<file path="src/sv/bfba_pkg.sv">
package bfba_pkg;

    localparam int SECTOR_BYTES   = 512;
    localparam int BITMAP_SECTORS = 1;
    localparam int BITS_PER_BYTE  = 8;

    // bytes in the usage map, and how many of them a find may look at
    // (only blocks 0..4095 fit the index field)
    localparam int MAP_BYTES   = BITMAP_SECTORS * SECTOR_BYTES;
    localparam int INDEX_W     = 12;
    localparam int INDEX_BYTES = (1 << INDEX_W) / BITS_PER_BYTE;
    localparam int SCAN_BYTES  = (MAP_BYTES < INDEX_BYTES) ? MAP_BYTES : INDEX_BYTES;
    localparam int ADDR_W      = (MAP_BYTES > 1) ? $clog2(MAP_BYTES) : 1;
    localparam int KIND_W      = 2;

    typedef enum logic [KIND_W-1:0] {
        KIND_CLEAR = 2'd0,
        KIND_FIND  = 2'd1,
        KIND_MARK  = 2'd2
    } t_kind;

    typedef enum logic [1:0] {
        RES_DONE = 2'd0,
        RES_HIT  = 2'd1,
        RES_MARK = 2'd2,
        RES_NONE = 2'd3
    } t_res_sel;

    typedef struct packed {
        logic     load;
        logic     addr_inc;
        logic     rd_en;
        logic     wr_en;
        logic     wr_mark;
        logic     sel_mark;
        logic     chk_cap;
        logic     res_set;
        t_res_sel res_sel;
        logic     out_load;
    } t_dp_cmd;

    typedef struct packed {
        logic map_last;
        logic scan_last;
        logic hit;
        logic mark_in_range;
        logic out_free;
    } t_dp_stat;

endpackage

</file>
<file path="src/sv/bfba_dp.sv">
module bfba_dp (
    input  logic                          i_clk,
    input  logic                          i_rst_n,
    input  bfba_pkg::t_dp_cmd             i_cmd,
    output bfba_pkg::t_dp_stat            o_stat,
    input  logic [bfba_pkg::INDEX_W-1:0]  i_block_index,
    input  logic                          i_out_ready,
    output logic                          o_out_valid,
    output logic                          o_found,
    output logic [bfba_pkg::INDEX_W-1:0]  o_free_index
);

    localparam int FULL_W = bfba_pkg::ADDR_W + 3;

    logic [7:0] r_mem [bfba_pkg::MAP_BYTES];

    logic [bfba_pkg::ADDR_W-1:0]  r_addr;
    logic [bfba_pkg::ADDR_W-1:0]  r_chk_addr;
    logic [7:0]                   r_rd_data;
    logic [bfba_pkg::INDEX_W-1:0] r_index;
    logic                         r_res_found;
    logic [bfba_pkg::INDEX_W-1:0] r_res_index;
    logic                         r_out_valid;
    logic                         r_out_found;
    logic [bfba_pkg::INDEX_W-1:0] r_out_index;

    logic [bfba_pkg::ADDR_W-1:0]  mark_addr;
    logic [bfba_pkg::ADDR_W-1:0]  mem_addr;
    logic [7:0]                   wr_data;
    logic [7:0]                   mark_bit;
    logic [2:0]                   first_zero;
    logic [FULL_W-1:0]            hit_full;
    logic [31:0]                  hit_wide;

    // lowest clear bit of a byte, LSB first
    function automatic logic [2:0] lowest_zero(input logic [7:0] b);
        logic [2:0] pos;
        pos = 3'd0;
        for (int k = 7; k >= 0; k--) begin
            if (!b[k]) begin
                pos = 3'(k);
            end
        end
        return pos;
    endfunction

    assign mark_addr  = bfba_pkg::ADDR_W'(32'(r_index[bfba_pkg::INDEX_W-1:3]));
    assign mem_addr   = i_cmd.sel_mark ? mark_addr : r_addr;
    assign mark_bit   = 8'd1 << r_index[2:0];
    assign wr_data    = i_cmd.wr_mark ? (r_rd_data | mark_bit) : 8'd0;
    assign first_zero = lowest_zero(r_rd_data);
    assign hit_full   = {r_chk_addr, first_zero};
    assign hit_wide   = 32'(hit_full);

    assign o_stat.map_last      = (r_addr == bfba_pkg::ADDR_W'(bfba_pkg::MAP_BYTES - 1));
    assign o_stat.scan_last     = (r_chk_addr == bfba_pkg::ADDR_W'(bfba_pkg::SCAN_BYTES - 1));
    assign o_stat.hit           = (r_rd_data != 8'hFF);
    assign o_stat.mark_in_range = (32'(r_index[bfba_pkg::INDEX_W-1:3]) < bfba_pkg::MAP_BYTES);
    assign o_stat.out_free      = !r_out_valid || i_out_ready;

    always_ff @(posedge i_clk) begin
        if (i_cmd.wr_en) begin
            r_mem[mem_addr] <= wr_data;
        end
        if (i_cmd.rd_en) begin
            r_rd_data <= r_mem[mem_addr];
        end
    end

    always_ff @(posedge i_clk) begin
        if (!i_rst_n) begin
            r_addr      <= '0;
            r_out_valid <= 1'b0;
        end else begin
            if (i_cmd.load) begin
                r_addr <= '0;
            end else if (i_cmd.addr_inc) begin
                r_addr <= r_addr + 1'b1;
            end
            if (i_cmd.out_load) begin
                r_out_valid <= 1'b1;
            end else if (i_out_ready) begin
                r_out_valid <= 1'b0;
            end
        end
    end

    always_ff @(posedge i_clk) begin
        if (i_cmd.load) begin
            r_index <= i_block_index;
        end
        if (i_cmd.chk_cap) begin
            r_chk_addr <= r_addr;
        end
        if (i_cmd.res_set) begin
            case (i_cmd.res_sel)
                bfba_pkg::RES_DONE: begin
                    r_res_found <= 1'b1;
                    r_res_index <= '0;
                end
                bfba_pkg::RES_HIT: begin
                    r_res_found <= 1'b1;
                    r_res_index <= hit_wide[bfba_pkg::INDEX_W-1:0];
                end
                bfba_pkg::RES_MARK: begin
                    r_res_found <= o_stat.mark_in_range;
                    r_res_index <= r_index;
                end
                default: begin
                    r_res_found <= 1'b0;
                    r_res_index <= '0;
                end
            endcase
        end
        if (i_cmd.out_load) begin
            r_out_found <= r_res_found;
            r_out_index <= r_res_index;
        end
    end

    assign o_out_valid  = r_out_valid;
    assign o_found      = r_out_found;
    assign o_free_index = r_out_index;

endmodule

</file>
<file path="config.mk">
export PLATFORM = sky130hd
export DESIGN_NAME = bfba_dp
export DESIGN_NICKNAME = d
export VERILOG_FILES = /design/src/sv/bfba_pkg.sv /design/src/sv/bfba_dp.sv
export SDC_FILE = /design/constraint.sdc
export NUM_CORES = 2
export LEC_CHECK = 0
export BUFFER_PORTS_ARGS = -buffer_cell sky130_fd_sc_hd__buf_2
export CAP_MARGIN = 20
export CORE_MARGIN = 4
export CORE_UTILIZATION = 30
export CTS_BUF_LIST = sky130_fd_sc_hd__clkbuf_16
export DETAILED_ROUTE_END_ITERATION = 10
export PLACE_DENSITY_LB_ADDON = 0.1
export SLEW_MARGIN = 0
export SYNTH_ARGS = -nofsm -noshare
export SYNTH_HDL_FRONTEND = slang
export SYNTH_SLANG_ARGS = --single-unit
</file>
<file path="constraint.sdc">
create_clock -name i_clk -period 38 [get_ports i_clk]
set_input_delay 7.6 -clock i_clk [delete_from_list [all_inputs] [get_ports i_clk]]
set_output_delay 7.6 -clock i_clk [all_outputs]
set_load 0.005 [all_outputs]
</file>
Word level (Yosys, flattened, before mapping)
Memories as Yosys holds them, arrays and structs flattened. A register that Yosys moved wholly into a read port is not among the register bits.
Index checks and enable logic that the tools add are counted.
{"block": "totals", "reg_bits": 57, "ram_bits": 4096, "output_inout_bits": 19, "word_cells": 40, "memories": 1}
{"block": "op_classes", "n_addsub": 1, "n_eq_ne": 5, "n_shift": 1, "muxes": 16, "bitwise": 2, "n_reduce_logical": 6}
{"name": "r_mem", "words": 512, "width": 8, "rd": 1, "rd_ports_with_merged_regs": 1, "wr": 1, "line_no": "bfba_dp.sv:15", "text": "logic [7:0] r_mem [bfba_pkg::MAP_BYTES];"}
{"op": "$mux 3", "n": 8}
{"op": "$pmux 12 s2", "n": 1}
{"op": "$eq 9x9->1 const B", "n": 2}
{"op": "$add 9x1->9 const B", "n": 1}
{"op": "$mux 9", "n": 1}
{"op": "$mux 8", "n": 1}
{"op": "$ne 8x8->1 const B", "n": 1}
{"op": "$or 8x8->8", "n": 1}
{"op": "$shl 1x3->8 const A", "n": 1}
{"op": "$mux 1", "n": 5}
{"op": "$reduce_or 3->1", "n": 1}
{"op": "$eq 2x1->1 const B", "n": 1}
{"op": "$eq 2x2->1 const B", "n": 1}
{"op": "$logic_not 2->1", "n": 1}
{"op": "$reduce_bool 2->1", "n": 1}
{"op": "$reduce_or 2->1", "n": 1}
{"op": "$logic_not 1->1", "n": 1}
{"op": "$logic_or 1x1->1", "n": 1}
{"op": "$not 1->1", "n": 1}

Depth between registers and ports, before layout
{"block": "logic_depth", "ltp_word": 9, "ltp_mapped": 13}

Worst setup path after synthesis
No wires, ideal clock.
{"block": "synth_path", "path_kind": "input -> register", "from": "input i_cmd[6] (netlist bit)", "to": "memory r_mem[0][1], data pin", "arrival_ns": 19.809, "t_required_ns": 35.280, "slack_ns": 15.470, "path_stages": 1, "path_cell_list": "nor2b_1"}
{"block": "synth_between", "elab_chain_cells": 1}
{"item": "start, declared", "line_no": "bfba_dp.sv:4", "text": "input bfba_pkg::t_dp_cmd i_cmd,"}
{"item": "$mux 8", "line_no": "bfba_dp.sv:50", "text": "assign wr_data = i_cmd.wr_mark ? (r_rd_data | mark_bit) : 8'd0;"}
{"item": "end, declared", "line_no": "bfba_dp.sv:15"}
Every way passes these cells.

Final worst setup path
{"block": "layout_path", "from": "input i_cmd[5] (netlist bit)", "to": "register r_rd_data[5], read port of r_mem, data pin"}
{"block": "layout_between", "elab_chain_cells": 1}
{"item": "$mux 9", "line_no": "bfba_dp.sv:48", "text": "assign mem_addr = i_cmd.sel_mark ? mark_addr : r_addr;"}
{"item": "end, declared", "line_no": "bfba_dp.sv:19", "text": "logic [7:0] r_rd_data;"}
Every way passes these cells.
A chain may end at the register's enable or synchronous reset.

==> impl_metrics.json <==
{
  "outcome": "complete, no violations",
  "postRouteAntennaNets": 0,
  "synth.avg_cell_area_um2": 17.1,
  "grt-ovfl-total": 0,
  "crit_family": "buffers and inverters",
  "critical_path.cell_chain": "buf_2, mux2_8, buf_4, buf_4, buf_12, buf_4, buf_4, buf_4, mux2i_1, o22ai_1, nor4_1, o22ai_1, o21ai_0, buf_4, nand4_1",
  "fp.coreArea_um2": 534000,
  "dieHeight_um": 741,
  "setup.worst_path.start_class": "input port",
  "synth_enable_flop_cells": 4151,
  "worstHoldPathType": "reg2reg",
  "r2r-start": "r_addr[0]",
  "final_min_period_over_clock_period_pct": 42.7,
  "yosysTopAreaCellShare_pct": 77.3,
  "syn-num-nets": 9465,
  "yosys-top-cells-area": "sky130_fd_sc_hd__edfxtp_1 77%, sky130_fd_sc_hd__mux2i_1 11%, sky130_fd_sc_hd__o22ai_1 3.8%, sky130_fd_sc_hd__nor2_1 1.3%, sky130_fd_sc_hd__nand2_1 1.3%",
  "syn2layout_area_growth_pct": 13.9,
  "normalized_max_slew_margin_pct": 11.8,
  "drive_gt1_share_pct": 9.52,
  "drtPass1Iterations": 6,
  "yosys_top_cell_by_area": "sky130_fd_sc_hd__edfxtp_1",
  "routed-via-count": 85600,
  "grt_pass1_wl_um": 694000,
  "post_cts_hold_buffer_count": 0,
  "worst_ir_drop_vdd_uv": 39.4,
  "routed_wire_length_per_instance_um": 29.3,
  "cts.htree.levels": 5,
  "post_dp_cell_area_um2": 169000,
  "critical_path_required_ps": 38700,
  "timing.critical_path.slowest_stage_cell": "sky130_fd_sc_hd__buf_4",
  "floorplan.initialDensity_pct": 30.2,
  "power.density_cell_area_nw_per_um2": 54.9,
  "postRouteWirelength_um": 501000,
  "yosys.cell_types.count": 45,
  "dieArea_um2": 549000,
  "placement.io_buffers": 43,
  "worst_skew_pair.late_latency_ps": 1000,
  "first_global_vias": 85800,
  "global_placer_s_final_weighted_congestion": 0.761,
  "globalRoute.busiestLayer": "met2",
  "gr-usage-all-layers_pct": 17.6,
  "end_kind": "register",
  "post_synthesis_sequential_area_ratio_pct": 77.4,
  "dp.final_hpwl_um": 292000,
  "cells_on_worst_reg2reg_path": 14,
  "ys_warn_count": 0,
  "yosys_most_used_dff": "sky130_fd_sc_hd__edfxtp_1",
  "worst_setup_slack_for_register_to_register_paths_ps": 28650,
  "postCtsSetupBuffers": 0,
  "max_slew_violation_count": 0,
  "clock-skew-final_ps": 49.8,
  "highest_cell_delay_on_the_worst_timing_path_ps": 910,
  "min_delay_path_depth": 0,
  "timing_worst_setup_path_type": "in2reg",
  "antenna_found_initial": 41,
  "layout_common_cells": "4151 x sky130_fd_sc_hd__edfxtp_1, 1803 x sky130_fd_sc_hd__mux2i_1, 982 x sky130_fd_sc_hd__o22ai_1",
  "groute.layer.met3.usage_pct": 2.13,
  "timing_worst_slew_pin_value_ps": 1310,
  "viasPerCell": 5.01,
  "dr.first_iter.drc_count": 7170,
  "die_width_um": 741,
  "setup-violations-final": 0,
  "core.rowCount": 268,
  "final_common_cell": "sky130_fd_sc_hd__edfxtp_1",
  "cpMostUsedCell": "sky130_fd_sc_hd__buf_4",
  "clock_tree_from_tritoncts": "built",
  "use_met2_pct": 28.6,
  "path_clk_slew_ps": 60,
  "synthesis.instances": 9434,
  "final_worst_path_period_need_ps": 16210,
  "largest_net_degree_at_the_start_of_global_routing": 181,
  "cts-buffers-inserted": 462,
  "area_of_all_placed_cells_without_fillers_um2": 184000,
  "rr_endpoint": "r_rd_data[5]",
  "crit_path_start": "i_cmd[5]",
  "leakagePower_nw": 58.7,
  "io-pin-count": 45,
  "cp_data_arrival_time_ps": 16910,
  "hold_path_startpoint": "r_res_found",
  "rsz_0062_raised_after_global_routing": "false",
  "fmax_ghz": 0.0617,
  "ys_seq_elements": 4161,
  "grtUsageMet1_pct": 25.5,
  "synth_async_sr_flop_share_pct": 0,
  "path_buf_inv": 8,
  "finalHoldViolCount": 0,
  "tritoncts_num_sinks": 4161,
  "cts_max_path_buffers": 4,
  "timing.max_cap.violations": 0,
  "layout.nets": 9583,
  "hold_end": "o_found",
  "syn-cell-area_um2": 161000,
  "critPathMaxFanout": 114,
  "tns_ps": 0,
  "clockRootBuffer": "sky130_fd_sc_hd__clkbuf_16",
  "cts_resized": 0,
  "drc": 0
}
layout make-up:
cell class	instances	area [um2]
clock buffers	469	11700
fillers	50500	351000
well taps	7155	8950
inverters	9	33.8
diodes	6	15.0
multi-input cells	4656	33500
clock inverters	357	2520
repair buffers	262	2050
flip-flops and latches	4161	125000
cell families (layout without fill, tap and decap cells):
| group | Yosys count | after routing | synth area share (%) |
|---|---|---|---|
| xor gates and xnor gates | 7 | 7 | 0.0380 |
| adders and majority gates | 5 | 5 | 0.0388 |
| other | 1 | 7 | 0.00233 |
| muxes | 1808 | 1808 | 11.2 |
| DFF | 4161 | 4161 | 77.4 |
| buffers and inverters | 617 | 1097 | 2.04 |
| and+or+nand+nor | 1414 | 1414 | 3.76 |
| AOI/OAI and AO/OA | 1421 | 1421 | 5.46 |
cell usage after synthesis, drive strengths merged (2+ instances only):
library cell	count
a21oi	281
a22oi	17
a31oi	6
and3	5
and3b	3
buf	395
clkbuf	213
dfxtp	10
edfxtp	4151
ha	5
inv	9
mux2	3
mux2i	1805
nand2	557
nand2b	4
nand3	9
nand3b	2
nand4	30
nor2	559
nor2b	5
nor3	7
nor3b	4
nor4	220
o2111a	7
o21a	7
o21ai	46
o22ai	982
o41ai	71
or2	4
or4	4
xnor2	2
xor2	5
sequential cells by signal, indices dropped and copies added, names as in the netlist:
| name | count |
|---|---|
| r_chk_addr | 9 |
| o_free_index | 12 |
| r_addr | 9 |
| r_res_index | 12 |
| r_res_found | 1 |
| r_rd_data | 8 |
| r_index | 12 |
| r_mem | 4096 |
| o_found | 1 |
| o_out_valid | 1 |
worst max path at each step:
stage	to	slack (ps)	cells after the start
global placement	r_rd_data[5]	20870	15
CTS	r_rd_data[5]	21850	15
detailed placement	r_rd_data[5]	20730	15
finish	r_rd_data[5]	21790	15
global route	r_rd_data[5]	21490	15
floorplan	r_mem[0][1]	15470	1
worst reg2reg max path: cells and delay by family (launching register included):
| family | cells | cell delay, ps |
|---|---|---|
| AOI/OAI and AO/OA | 3 | 1060 |
| DFF | 1 | 530 |
| buffers and inverters | 7 | 5760 |
| and+or+nand+nor | 2 | 840 |
| muxes | 2 | 900 |
stage by stage:
| step | setup WS (ps) | std cells | total power [W] | util, % | hold WS, ps |
|---|---|---|---|---|---|
| final | 21790 | 17100 | 0.0101 | 34.4 | 416 |
| after global routing | 21490 | 17100 | 0.0104 | 34.4 | 420 |
| after CTS | 21850 | 17100 | 0.0102 | 34.4 | 418 |
| after detailed placement | 20730 | 16200 | 0.00596 | 31.7 | 405 |
| after global placement | 20870 | 16200 | 0.00595 | 31.7 | 402 |
| after floorplan | 15470 | 9434 | 0.00572 | - | 400 |
layer usage:
layer / wire [um] / vias to the layer above
li1: - / 37800
met1: 234000 / 45100
met2: 234000 / 2147
met3: 22000 / 594
met4: 10500 / 6
met5: 40 / -
report_power, final:
group	internal, W	switching (W)	total [W]
Combinational	0.000180	0.000518	0.000699
Clock	0.00241	0.00183	0.00424
Sequential	0.00514	0.00000766	0.00515
Note: power is estimated with default switching activity, not from simulation.
