--- config.mk ---
export PLATFORM = sky130hd
export DESIGN_NAME = bfba_ctrl
export DESIGN_NICKNAME = d
export VERILOG_FILES = /design/src/sv/bfba_pkg.sv /design/src/sv/bfba_ctrl.sv
export SDC_FILE = /design/constraint.sdc
export NUM_CORES = 1
export LEC_CHECK = 0
export ABC_AREA = 1
export BUFFER_PORTS_ARGS = -buffer_cell sky130_fd_sc_hd__buf_2
export CAP_MARGIN = 20
export CORE_AREA = 2 2 39 41
export CTS_CLUSTER_DIAMETER = 50
export DETAILED_ROUTE_END_ITERATION = 16
export DIE_AREA = 0 0 41 43
export PLACE_DENSITY_LB_ADDON = 0.08
export SYNTH_ARGS = -nofsm -noshare
export SYNTH_HDL_FRONTEND = slang
export SYNTH_SLANG_ARGS = --single-unit
--- constraint.sdc ---
create_clock -name i_clk -period 2.7 [get_ports i_clk]
set_clock_uncertainty 0.05 [all_clocks]
set_input_delay 0.27 -clock i_clk [delete_from_list [all_inputs] [get_ports i_clk]]
set_output_delay 0.27 -clock i_clk [all_outputs]
set_load 0.05 [all_outputs]
--- src/sv/bfba_pkg.sv ---
package bfba_pkg;

    localparam int SECTOR_BYTES   = 512;
    localparam int BITMAP_SECTORS = 1;
    localparam int BITS_PER_BYTE  = 8;

    // bytes in the usage map, and how many of them a find may look at
    // (only blocks 0..4095 fit the index field)
    localparam int MAP_BYTES   = BITMAP_SECTORS * SECTOR_BYTES;
    localparam int INDEX_W     = 12;
    localparam int INDEX_BYTES = (1 << INDEX_W) / BITS_PER_BYTE;
    localparam int SCAN_BYTES  = (MAP_BYTES < INDEX_BYTES) ? MAP_BYTES : INDEX_BYTES;
    localparam int ADDR_W      = (MAP_BYTES > 1) ? $clog2(MAP_BYTES) : 1;
    localparam int KIND_W      = 2;

    typedef enum logic [KIND_W-1:0] {
        KIND_CLEAR = 2'd0,
        KIND_FIND  = 2'd1,
        KIND_MARK  = 2'd2
    } t_kind;

    typedef enum logic [1:0] {
        RES_DONE = 2'd0,
        RES_HIT  = 2'd1,
        RES_MARK = 2'd2,
        RES_NONE = 2'd3
    } t_res_sel;

    typedef struct packed {
        logic     load;
        logic     addr_inc;
        logic     rd_en;
        logic     wr_en;
        logic     wr_mark;
        logic     sel_mark;
        logic     chk_cap;
        logic     res_set;
        t_res_sel res_sel;
        logic     out_load;
    } t_dp_cmd;

    typedef struct packed {
        logic map_last;
        logic scan_last;
        logic hit;
        logic mark_in_range;
        logic out_free;
    } t_dp_stat;

endpackage

--- src/sv/bfba_ctrl.sv ---
module bfba_ctrl (
    input  logic               i_clk,
    input  logic               i_rst_n,
    input  logic               i_valid,
    input  logic [1:0]         i_kind,
    output logic               o_ready,
    input  bfba_pkg::t_dp_stat i_stat,
    output bfba_pkg::t_dp_cmd  o_cmd
);

    typedef enum logic [2:0] {
        S_INIT,
        S_IDLE,
        S_CLEAR,
        S_FIND0,
        S_FIND,
        S_MARK_RD,
        S_MARK_WR,
        S_DONE
    } t_state;

    t_state r_state;
    t_state n_state;

    always_ff @(posedge i_clk) begin
        if (!i_rst_n) begin
            r_state <= S_INIT;
        end else begin
            r_state <= n_state;
        end
    end

    always_comb begin
        n_state = r_state;
        o_ready = 1'b0;
        o_cmd   = '0;
        case (r_state)
            S_INIT: begin
                // clearing pass after reset
                o_cmd.wr_en    = 1'b1;
                o_cmd.addr_inc = 1'b1;
                if (i_stat.map_last) begin
                    n_state = S_IDLE;
                end
            end
            S_IDLE: begin
                o_ready = 1'b1;
                if (i_valid) begin
                    o_cmd.load = 1'b1;
                    case (i_kind)
                        bfba_pkg::KIND_CLEAR: n_state = S_CLEAR;
                        bfba_pkg::KIND_FIND:  n_state = S_FIND0;
                        bfba_pkg::KIND_MARK:  n_state = S_MARK_RD;
                        default: begin
                            o_cmd.res_set = 1'b1;
                            o_cmd.res_sel = bfba_pkg::RES_NONE;
                            n_state       = S_DONE;
                        end
                    endcase
                end
            end
            S_CLEAR: begin
                o_cmd.wr_en    = 1'b1;
                o_cmd.addr_inc = 1'b1;
                if (i_stat.map_last) begin
                    o_cmd.res_set = 1'b1;
                    o_cmd.res_sel = bfba_pkg::RES_DONE;
                    n_state       = S_DONE;
                end
            end
            S_FIND0: begin
                o_cmd.rd_en    = 1'b1;
                o_cmd.addr_inc = 1'b1;
                o_cmd.chk_cap  = 1'b1;
                n_state        = S_FIND;
            end
            S_FIND: begin
                if (i_stat.hit) begin
                    o_cmd.res_set = 1'b1;
                    o_cmd.res_sel = bfba_pkg::RES_HIT;
                    n_state       = S_DONE;
                end else if (i_stat.scan_last) begin
                    o_cmd.res_set = 1'b1;
                    o_cmd.res_sel = bfba_pkg::RES_NONE;
                    n_state       = S_DONE;
                end else begin
                    o_cmd.rd_en    = 1'b1;
                    o_cmd.addr_inc = 1'b1;
                    o_cmd.chk_cap  = 1'b1;
                end
            end
            S_MARK_RD: begin
                if (i_stat.mark_in_range) begin
                    o_cmd.rd_en    = 1'b1;
                    o_cmd.sel_mark = 1'b1;
                    n_state        = S_MARK_WR;
                end else begin
                    o_cmd.res_set = 1'b1;
                    o_cmd.res_sel = bfba_pkg::RES_MARK;
                    n_state       = S_DONE;
                end
            end
            S_MARK_WR: begin
                o_cmd.wr_en    = 1'b1;
                o_cmd.wr_mark  = 1'b1;
                o_cmd.sel_mark = 1'b1;
                o_cmd.res_set  = 1'b1;
                o_cmd.res_sel  = bfba_pkg::RES_MARK;
                n_state        = S_DONE;
            end
            S_DONE: begin
                if (i_stat.out_free) begin
                    o_cmd.out_load = 1'b1;
                    n_state        = S_IDLE;
                end
            end
            default: begin
                n_state = S_INIT;
            end
        endcase
    end

endmodule

== Yosys cells after proc, flatten, opt, wreduce, memory -nomap -nowiden ==
Index checks and enable logic that the tools add are counted.
Word-level totals
  bits in read-only memories: 0
  bits in latches: 0
  memory bits (writable): 0
  output and inout port bits: 12
  memories: 0
  register bits: 3
Cells by class
  bitwise gates (word level): 0
  equality and inequality tests: 14
  multiply operators: 0
  shifts and indexed selects: 0
  add/sub/neg operators: 0
  div/mod/pow operators: 0
  reduce and logical (&&, ||, !) cells: 6
  multiplexer cells: 32
  magnitude comparators: 0
Operator list (number)
  $mux 3: 12
  $pmux 3 s8: 1
  $pmux 3 s5: 1
  $eq 3x3->1 const B: 4
  $mux 1: 11
  $pmux 3 s3: 1
  $reduce_or 3->1: 3
  $ne 2x2->1 const B: 4
  $eq 3x2->1 const B: 2
  $pmux 1 s2: 3
  $reduce_and 5->1: 1
  $mux 2: 2
  $eq 3x1->1 const B: 1
  $logic_not 3->1: 1
  $ne 3x3->1 const B: 1
  $pmux 1 s3: 1
  $eq 2x1->1 const B: 1
  $eq 2x2->1 const B: 1
  $logic_not 2->1: 1

== Depth between registers and ports, before layout ==
Gate-level depths: netlist of run 1.
  word-level depth: 5
  mapped depth: 8
  depth with buffers taken out: 7

== Worst setup path before layout of run 1 ==
OpenSTA, ideal clock, no wires.
  path type: flip-flop to output port
  start: reg r_state[2]
  end: out o_cmd[3] in the netlist's numbering
  setup slack: 0.602 ns
  cell stages (with the launch flop): 6
  arrival time: 1.778 ns
  data required time: 2.380 ns
  cells stage by stage: dfxtp_1 -> buf_6 -> nand2_1 -> nor2_1 -> a21oi_1 -> nand4_1
RTL lines
  start: declaration: line bfba_ctrl.sv:22  | t_state r_state;
  start signal: assignment: line bfba_ctrl.sv:29  | r_state <= n_state;
  end: declaration: line bfba_ctrl.sv:8  | output bfba_pkg::t_dp_cmd o_cmd

==> impl_results.md, run 1 <==
* Status: finished, final reports clean
* Initial antenna violation count at 0
* Worst r2r src: r_state[0]
* Number of global-route vias before repair at 406
* Share of layout cells above drive strength 1 at 46.67%
* IO Count at 22
* Setup WS pre-CTS at 1.009 ns
* Sequential element share of the synthesized area at 13.95%
* Tot Pwr at 0.7738 mW
* Dominant cells by area after synthesis: dfxtp_1 (14%), nand2_1 (7.8%), nor2_1 (7.8%)
* Combinational power share at 72.8%
* Root Driver: clkbuf_4
* Most frequent cells in the layout: buf_2 (21), nand2_1 (9), nor2_1 (9), inv_1 (7), nand3_1 (6)
* Yosys cell types at 21
* Drc violations at 0
* TritonCTS buffer count at 3
* Diode count at 0
* Area grow syn2layout at 27.33%
* Row count at 14
* Unrepaired setup endpoints after global routing: false
* Total congestion overflow at 0
* Net Count, Synth at 78
* Cell count after synthesis at 68
* Clock sinks at 3
* Crit share post-route at 71.83%
* Max reg flops at 3
* Worst slew margin at 67.38%
* Leakage Power at 0.3178 nW
* First-pass GRT wire length at 1642 um
* Via/cell ratio at 4.538
* Final GP Congestion at 0.7416
* # setup viols final at 0
* R2R Setup Slk at 1.28 ns
* Postcts setup bufs at 0
* Final hold vios at 0
* Core Box Area at 0.001384 sq mm
* Port-buffer cells at 21
* Largest registers: r_state: 3 flops
* Critical path type: reg2out
* Die area at 0.001763 sq mm
* Sw power at 0.5056 mW
* Final TNS setup at 0 ns
* Cell-internal power at 0.2681 mW
* Starting Density at 31.10%
* Die Height at 43 um
* Yosys warns at 0
* Total global-route track usage at 13.04%
* Critical path required time at 2.38 ns
* Layout Nets at 101
* Hold Path Class: in2reg
* Mapped cell area at 430.4 sq um
* Worst Path Arrival at 1.62 ns
* Reg power frac at 16.9%
* PnR worst setup slack at 0.7605 ns
* Switching share of power at 65.35%
* Vias at 481
* Worst Setup SP: r_state[2]
* Commonest non-fill, non-tap cell in the layout: buf_2
* WL per Instance at 9.491 um
* Yosys top cell area share at 13.95%
* Worst-margin pin slew at 0.4886 ns
* Avg Cell Area, Syn at 6.330 sq um
* Clock share of power at 10.3%
* Critical hold path startpoint: i_rst_n
* Register with the most flip-flops: r_state
* Synth Register Bits at 3
* Leading area contributor after synthesis: dfxtp_1
* Horiz. Die Dim at 41 um
* CP Max Fanout at 9
* Startpoint types: register
* Hold Buf Count CTS at 0
* Skew-Pair Late Insertion Delay at 0.23 ns
* Number of DRC markers in iteration 0 at 9
* H-tree depth at 1
* Max clock buf depth at 2
* Crit. End Element: output pin
* 1st-pass router iterations at 4
* Pwr/cell area at 1412 mW/mm^2
* Drt total wl at 1006 um
* Final Critical Period at 1.940 ns
* Slew Limit Fails at 0
* # Max-Cap Violations at 0
* Post_cts resized at 0
* Pin count of the biggest net entering global routing at 13
* TritonCTS clock tree: built
* Highest clock rate at 0.5156 GHz
* Dpl hpwl at 796.3 um
* Post-route ant nets at 0
* Reg clk slew, reported paths at 0.04 ns
* Maximum vdd drop at 0.0005401 V
## cell families (layout without fill, tap and decap cells)
family / after synthesis / after routing / share of synthesized area (%)
and+or+nand+nor: 42 / 42 / 55.23
buffers and inverters: 13 / 35 / 16.86
AOI/OAI and AO/OA: 10 / 10 / 13.95
DFF: 3 / 3 / 13.95
## final cells by class
type | instances | area [sq um]
tap | 16 | 20.02
clock buffer | 4 | 26.28
sequential | 3 | 60.06
timing repair buffer | 21 | 105.1
multi-input combinational | 52 | 297.8
fill | 156 | 835.8
inverter | 10 | 38.79
## cell usage after synthesis, drive strengths merged
master  number
nand2       14
nor2        14
inv          9
nand3        9
a21oi        6
buf          3
dfxtp        3
o21ai        3
nand3b       2
nand4        2
clkinv       1
nor3         1
o211ai       1
## critical path, stage by stage, from the launching register on
cell and delay (ns):
dfxtp_1 0.55, inv_2 0.11, nor3_1 0.20, o21ai_0 0.16
nand4_1 0.11, buf_2 0.26
## metrics by stage
stage          util, %  instances  instance area (sq um)  hold slack, ns
6_report         39.60        106                  548.0          0.2593
3_5_place_dp     37.70        102                  521.8          0.4916
3_3_place_gp     37.70        102                  521.8          0.4872
4_1_cts          39.60        106                  548.0          0.2547
2_1_floorplan        -         68                  430.4          0.3548
5_1_grt          39.60        106                  548.0          0.2802
## power by group through the flow
stage | logic (mW) | clock network (mW) | registers (mW)
global route | 0.608 | 0.0811 | 0.137
CTS | 0.566 | 0.0796 | 0.132
finish | 0.563 | 0.0795 | 0.131
floorplan | 0.551 | 0 | 0.0753
global placement | 0.565 | 0 | 0.135
detailed placement | 0.561 | 0 | 0.133
## layer usage
metal | share of wire (%) | GRT usage (%) | vias to the layer above
li1 | - | - | 262
met1 | 49 | 18.91 | 195
met2 | 44 | 18.44 | 24
met3 | 6.9 | 1.571 | 0
met4 | 0 | 6.000 | 0
met5 | 0 | 0 | -
## path summary, 6_finish.rpt
| path | end | depth (start not counted) |
|---|---|---|
| min reg2reg | r_state[1] | 2 |
| max | o_cmd[3] | 5 |
| max reg2reg | r_state[1] | 7 |
| min | r_state[1] | 3 |
(Power assumes the default switching activity.)
==> run 2: changes to the inputs <==
- ABC_AREA: 1 -> 0
- clock period: 2.7 -> 1.6 ns (I/O delays scaled with it)
==> run 2 against run 1 <==
Compared with the run above: the flow now finishes with violations (setup timing); worst hold slack lost 0.14 ns; synthesized area is 4.7% lower; non-clock buffer count is 10 higher; critical path type unchanged.
==> impl_results.md, run 2 <==
* Status: finished, violations left (was finished, final reports clean)
* Failing checks: setup timing
* First-pass GRT wire length at 2083 um (was 1642 um)
* IO Count at 22 (unchanged)
* Avg Cell Area, Syn at 6.218 sq um (was 6.330 sq um)
* Highest clock rate at 0.6229 GHz
* Wire length on met3 at 48 um (was 69 um)
* WHS Path Cells at 2 (was 3)
* TritonCTS clock tree: built (unchanged)
* # Max-Cap Violations at 0 (unchanged)
* Startpoint types: register (unchanged)
* Max layer used: met4 (was met3)
* Worst r2r src: r_state[1] (was r_state[0])
* Share of layout cells above drive strength 1 at 53.13% (was 46.67%)
* Post-synth ARST share at 0% (unchanged)
* Via/cell ratio at 5.089 (was 4.538)
* TritonCTS buffer count at 3 (unchanged)
* Die Height at 43 um (unchanged)
* WL per Instance at 11.71 um (was 9.491 um)
* Pin count of the biggest net entering global routing at 9 (was 13)
* Final Instance Count excl. Fillers at 112 (was 106)
* Hold Buf Count CTS at 0 (unchanged)
* Yosys cell types at 30 (was 21)
* Dpl cell area at 620.6 sq um (was 521.8 sq um)
* DP Cell Count at 106 (was 102)
* Total congestion overflow at 0 (unchanged)
* Sequential element share of the synthesized area at 14.63% (was 13.95%)
* Synth Register Bits at 3 (unchanged)
* Post-route ant nets at 0 (unchanged)
* # setup viols final at 1 (was 0)
* Dpl hpwl at 977 um (was 796.3 um)
* Worst-margin pin slew at 0.2573 ns (was 0.4886 ns)
* Critical path required time at 1.39 ns (was 2.38 ns)
* Hold Path Class: in2reg (unchanged)
* Yosys top cell area share at 14.63% (was 13.95%)
* Design Area, Final at 696.9 sq um (was 548.0 sq um)
* Max reg flops at 3 (unchanged)
* Reg clk slew, reported paths at 0.04 ns (about the same)
* Total global-route track usage at 17.25% (was 13.04%)
* Worst Path Arrival at 1.40 ns (was 1.62 ns)
* PnR worst setup slack at -0.005500 ns (was 0.7605 ns)
* Root Driver: clkbuf_4 (unchanged)
* Unrepaired setup endpoints after global routing: true (was false)
* Row count at 14 (unchanged)
* Critical hold path startpoint: i_rst_n (unchanged)
* Clock sinks at 3 (unchanged)
* Final TNS setup at -0.005500 ns (was 0 ns)
* CP Max Fanout at 6 (was 9)
* Critical path type: reg2out (unchanged)
* Horiz. Die Dim at 41 um (unchanged)
* Core Box Area at 0.001384 sq mm (unchanged)
* Port-buffer cells at 21 (unchanged)
* Register with the most flip-flops: r_state (unchanged)
* Layout Nets at 107 (was 101)
* Area grow syn2layout at 69.82% (was 27.33%)
* Core Util, Final at 50.36% (was 39.60%)
* Initial antenna violation count at 0 (unchanged)
* Mapped cell area at 410.4 sq um (was 430.4 sq um)
* Max clock buf depth at 2 (unchanged)
* Maximum vdd drop at 0.0008654 V (was 0.0005401 V)
* Most frequent cells in the layout: buf_2 (17), buf_4 (10), nor2_1 (9), a21oi_1 (7), nand2_1 (7) (was buf_2 (21), nand2_1 (9), nor2_1 (9), inv_1 (7), nand3_1 (6))
* Slew Limit Fails at 0 (unchanged)
* Leading area contributor after synthesis: dfxtp_1 (unchanged)
* Ys flop type: dfxtp_1 (unchanged)
* Min-Delay Endpoint: r_state[0] (was r_state[1])
* Leakage Power at 0.3287 nW (was 0.3178 nW)
* R2R Setup Slk at 0.19 ns (was 1.28 ns)
* Worst slew margin at 82.83% (was 67.38%)
* Net Count, Synth at 76 (was 78)
* Final GP Congestion at 0.7479 (was 0.7416)
* Dominant cells by area after synthesis: dfxtp_1 (15%), nor2_1 (10%), a21oi_1 (9.8%) (was dfxtp_1 (14%), nand2_1 (7.8%), nor2_1 (7.8%))
* Number of DRC markers in iteration 0 at 2 (was 9)
* Largest registers: r_state: 3 flops (unchanged)
* Diode count at 0 (unchanged)
* Pwr/cell area at 1639 mW/mm^2 (was 1412 mW/mm^2)
* Cell count after synthesis at 66 (was 68)
* Number of global-route vias before repair at 508 (was 406)
* Commonest non-fill, non-tap cell in the layout: buf_2 (unchanged)
* 1st-pass router iterations at 3 (was 4)
* H-tree depth at 1 (unchanged)
* Tot Pwr at 1.142 mW (was 0.7738 mW)
* Final hold vios at 0 (unchanged)
* Vias at 570 (was 481)
* Starting Density at 29.66% (was 31.10%)
* Yosys warns at 0 (unchanged)
* R2r endpoint: r_state[1] (unchanged)
* Drc violations at 0 (unchanged)
* Die area at 0.001763 sq mm (unchanged)
* Commonest cells in the synthesized netlist: nor2_1 (11), a21oi_1 (8), nand2_1 (7), buf_2 (4), nand2b_1 (4) (was nand2_1 (9), nor2_1 (9), inv_1 (7), nand3_1 (6), a21oi_1 (5))
* Cell with the most instances after synthesis: nor2_1
* Skew-Pair Late Insertion Delay at 0.24 ns (was 0.23 ns)
* Met1 wire length at 616 um (was 491 um)
* Drt total wl at 1312 um (was 1006 um)
* Final Critical Period at 1.606 ns
* EDFF count, synth at 0 (unchanged)
* Wire length on met2 at 635 um (was 445 um)
* Crit share post-route at 100.3%
* Crit. End Element: output pin (unchanged)
* R2r worst-path depth at 5 (was 7)
## run 2: changes by cell type after synthesis, sizes merged, moves of 2 or more
cell	delta
a211oi	+2
a21oi	+2
a31oi	+2
inv	-7
nand2	-7
nand2b	+4
nand3	-8
nand3b	-2
nand4	-2
nor2	-2
nor2b	+3
## run 2: logic make-up after synthesis
family	count (synthesis)	share of synthesized area, %
AO/OA/AOI/OAI	24	39.33
buffers and inverters	7	7.620
flip-flops	3	14.63
AND/OR/NAND/NOR	32	38.42
## run 2: stage by stage
stage	hold slack [ns]	setup slack, ns
3_5_place_dp	0.3661	0.08160
6_report	0.1221	-0.005500
4_1_cts	0.1195	-0.03881
5_1_grt	0.1211	-0.06694
2_1_floorplan	0.2275	-0.2737
3_3_place_gp	0.3592	0.1205
## run 2: cell type report
| class | instances | area [sq um] |
|---|---|---|
| fill | 139 | 686.9 |
| multi-input combinational | 56 | 369.1 |
| timing repair buffer | 31 | 205.2 |
| sequential | 3 | 68.82 |
| clock buffer | 4 | 26.28 |
| tap | 16 | 20.02 |
| inverter | 2 | 7.507 |
## run 2: critical path, cell delays in order, from the launching register on
cell	delay, ns
dfxtp_4	0.35
nand2b_4	0.15
nor3b_4	0.19
nand3_2	0.12
o211ai_1	0.11
buf_4	0.23
## run 2: what timing repair did
item                                    4_1_cts  5_1_grt
endpoints found under the setup margin        5        5
pin swaps                                     3        2
buffers inserted                              2        0
gates resized for setup                       7        6
## run 2: worst max path at each step
| stage | start | to | slack (ns) | cells after the start |
|---|---|---|---|---|
| 6_report | r_state[1] | o_cmd[3] | -0.006 | 5 |
| 5_1_grt | r_state[1] | o_cmd[3] | -0.07 | 5 |
| 4_1_cts | r_state[1] | o_cmd[3] | -0.04 | 5 |
| 3_5_place_dp | r_state[0] | o_cmd[3] | 0.08 | 5 |
| 3_3_place_gp | r_state[0] | o_cmd[3] | 0.12 | 5 |
| 2_1_floorplan | r_state[1] | o_cmd[3] | -0.27 | 4 |
## run 2: routing by layer
metal	up-vias	global-route usage, %
met5	-	0
met3	2	4.712
li1	295	-
met2	12	27.50
met1	261	21.15
met4	0	6.000
## run 2: power breakdown
group | internal, mW | total (mW) | switching (mW)
clock network | 0.0937 | 0.138 | 0.0438
logic | 0.323 | 0.855 | 0.532
registers | 0.107 | 0.149 | 0.0424
total | 0.524 | 1.14 | 0.618
==> run 3: changes to the inputs <==
--- a/config.mk
+++ b/config.mk
@@ -10,6 +10,9 @@
 export CAP_MARGIN = 20
-export CORE_AREA = 2 2 39 41
+export CELL_PAD_IN_SITES_DETAIL_PLACEMENT = 0
+export CELL_PAD_IN_SITES_GLOBAL_PLACEMENT = 2
+export CORE_ASPECT_RATIO = 0.9
+export CORE_MARGIN = 2
+export CORE_UTILIZATION = 18
 export CTS_CLUSTER_DIAMETER = 50
 export DETAILED_ROUTE_END_ITERATION = 16
-export DIE_AREA = 0 0 41 43
 export PLACE_DENSITY_LB_ADDON = 0.08
==> constraint.sdc (replaced) <==
create_clock -name i_clk -period 1.6 [get_ports i_clk]
set_clock_uncertainty 0.05 [all_clocks]
set_input_delay 0.08 -clock i_clk [delete_from_list [all_inputs] [get_ports i_clk]]
set_output_delay 0.08 -clock i_clk [all_outputs]
set_load 0.05 [all_outputs]
==> run 3 against run 2 <==
Compared with the run above: the run now ends clean; worst hold slack got worse by 0.075 ns; sequential power shrank 5%; power fell by 0.70%; routed wire length grew 8.4%; critical path depth did not move; maximum frequency grew 1.6%; global-route usage fell by 6.5 points; final area is 1.8% higher; clock power is essentially flat; clock-buffer cell count did not move; utilization fell by 18 points; worst setup slack gained 0.025 ns; largest power group unchanged.
==> impl_results.md, run 3 (same netlist as run 2, synthesis figures left out) <==
* Slew Limit Fails at 0 (unchanged)
* Unrepaired setup endpoints after global routing: true (unchanged)
* Max clock buf depth at 2 (unchanged)
* R2r worst-path depth at 6 (was 5)
* Core Box Area at 0.002162 sq mm (was 0.001384 sq mm)
* Die area at 0.002678 sq mm (was 0.001763 sq mm)
* Dpl hpwl at 1117 um (was 977 um)
* Critical path's slowest cell: dfxtp_4 (unchanged)
* Min Hold Slack at 0.04739 ns (was 0.1221 ns)
* Status: finished, final reports clean (was finished, violations left)
* Pin count of the biggest net entering global routing at 13 (was 9)
* Skew-Pair Late Insertion Delay at 0.24 ns (about the same)
* Maximum vdd drop at 0.0003999 V (was 0.0008654 V)
* Crit share post-route at 98.78% (was 100.3%)
* First-pass GRT wire length at 2208 um (was 2083 um)
* Commonest non-fill, non-tap cell in the layout: buf_2 (unchanged)
* Number of global-route vias before repair at 493 (was 508)
* Pwr/cell area at 1598 mW/mm^2 (was 1639 mW/mm^2)
* Starting Density at 18.98% (was 29.66%)
* Worst-margin pin slew at 0.2804 ns (was 0.2573 ns)
* PnR worst setup slack at 0.01955 ns (was -0.005500 ns)
* Startpoint types: register (unchanged)
* Initial antenna violation count at 0 (unchanged)
* Root Driver: clkbuf_4 (unchanged)
* Total congestion overflow at 0 (unchanged)
* Final TNS setup at 0 ns (was -0.005500 ns)
* Vias at 570 (unchanged)
* Final Critical Period at 1.580 ns (was 1.606 ns)
* Slowest stage delay, CP at 0.35 ns (about the same)
* Layout Nets at 109 (was 107)
* Hold Path Class: in2reg (unchanged)
* Largest delay contributor family on the critical path: simple AND/OR/NAND/NOR gates (unchanged)
* Area grow syn2layout at 72.87% (was 69.82%)
* Largest registers: r_state: 3 flops (unchanged)
* Number of DRC markers in iteration 0 at 12 (was 2)
* Worst Path Arrival at 1.45 ns (was 1.40 ns)
* Critical path cell sequence: nand2b_4 -> nor3b_4 -> nand3_2 -> o211ai_1 -> buf_4 (unchanged)
* TritonCTS buffer count at 3 (unchanged)
* Total global-route track usage at 10.79% (was 17.25%)
* 1st-pass router iterations at 4 (was 3)
* Register with the most flip-flops: r_state (unchanged)
* Bufs and invs on worst path at 1 (unchanged)
* Max reg flops at 3 (unchanged)
* Most frequent cells in the layout: buf_2 (17), buf_4 (13), nor2_1 (9), a21oi_1 (8), nand2_1 (7) (was buf_2 (17), buf_4 (10), nor2_1 (9), a21oi_1 (7), nand2_1 (7))
* Reg clk slew, reported paths at 0.04 ns (about the same)
* Row count at 16 (was 14)
* Final GP Congestion at 0.7321 (was 0.7479)
* TritonCTS clock tree: built (unchanged)
* Drc violations at 0 (unchanged)
* WL per Instance at 11.38 um (was 11.71 um)
* Drt total wl at 1422 um (was 1312 um)
* Share of layout cells above drive strength 1 at 53.06% (was 53.13%)
* WHS Path Cells at 2 (unchanged)
* # Max-Cap Violations at 0 (unchanged)
* Critical path required time at 1.47 ns (was 1.39 ns)
* Clock sinks at 3 (unchanged)
* Horiz. Die Dim at 54.33 um (was 41 um)
* Worst slew margin at 81.27% (was 82.83%)
* Final hold vios at 0 (unchanged)
* Critical path type: reg2out (unchanged)
* Crit. End Element: output pin (unchanged)
* Post-route ant nets at 0 (unchanged)
* H-tree depth at 1 (unchanged)
* Critical path depth in cells at 5 (unchanged)
* Leakage Power at 0.3361 nW (was 0.3287 nW)
* CP Max Fanout at 6 (unchanged)
* Die Height at 49.30 um (was 43 um)
* # setup viols final at 0 (was 1)
* Setup WS pre-CTS at 0.1405 ns (was 0.08160 ns)
* Highest clock rate at 0.6327 GHz (was 0.6229 GHz)
* Diode count at 0 (unchanged)
* IO Count at 22 (unchanged)
* Via/cell ratio at 4.560 (was 5.089)
* Port-buffer cells at 21 (unchanged)
==> run 3: cell types whose count changed in the layout (fill, tap and decap cells not counted), sizes merged <==
cell / change
clkbuf: +1
buf: +1
==> run 3: timing repair <==
item | 4_1_cts | 5_1_grt
hold buffers | 0 | 0
endpoints found under the setup margin | 4 | 8
buffers inserted | 0 | 6
pin swaps | 0 | 3
gates resized for setup | 4 | 6
==> run 3: path summary, 6_finish.rpt <==
check	start	endpoint	slack, ns
max	r_state[1]	o_cmd[3]	0.02
min	i_rst_n	r_state[0]	0.05
max reg2reg	r_state[1]	r_state[1]	0.16
min reg2reg	r_state[0]	r_state[1]	0.65
==> run 3: power breakdown <==
group	total, mW	leakage, nW	internal [mW]	switching, mW
logic	0.857	0.295	0.322	0.535
registers	0.141	0.0261	0.105	0.0361
clock network	0.135	0.0150	0.0936	0.0417
total	1.13	0.336	0.521	0.613
==> run 3: area by class of cell <==
type	count	area [sq um]
well taps	27	33.78
flip-flops and latches	3	66.31
clock buffers	4	26.28
multi-input cells	56	365.4
inverters	2	7.507
repair buffers	33	210.2
fillers	250	1453
==> run 3: worst reg2reg max path, stage by stage, from the launching register on <==
cell      delay [ns]
dfxtp_4         0.36
clkbuf_2        0.15
buf_4           0.14
nor3_1          0.05
a31oi_1         0.15
a21oi_1         0.11
o311a_1         0.33
==> run 3: layer usage <==
layer  GRT usage, %  vias to the layer above  routed length (um)
met5              0                        -                   0
met4          2.500                        0                   0
met3          3.067                        0                  94
met2          15.06                       16                 604
met1          16.02                      250                 722
li1               -                      304                   -
==> run 3: through the flow <==
step           power (mW)  instances  area, sq um  util [%]
4_1_cts             1.063        119        651.9     30.15
5_1_grt             1.213        125        709.4     32.81
2_1_floorplan      0.7305         66        461.7         -
3_5_place_dp       0.9048        115        615.6     28.47
3_3_place_gp       0.9152        115        615.6     28.47
6_report            1.134        125        709.4     32.81
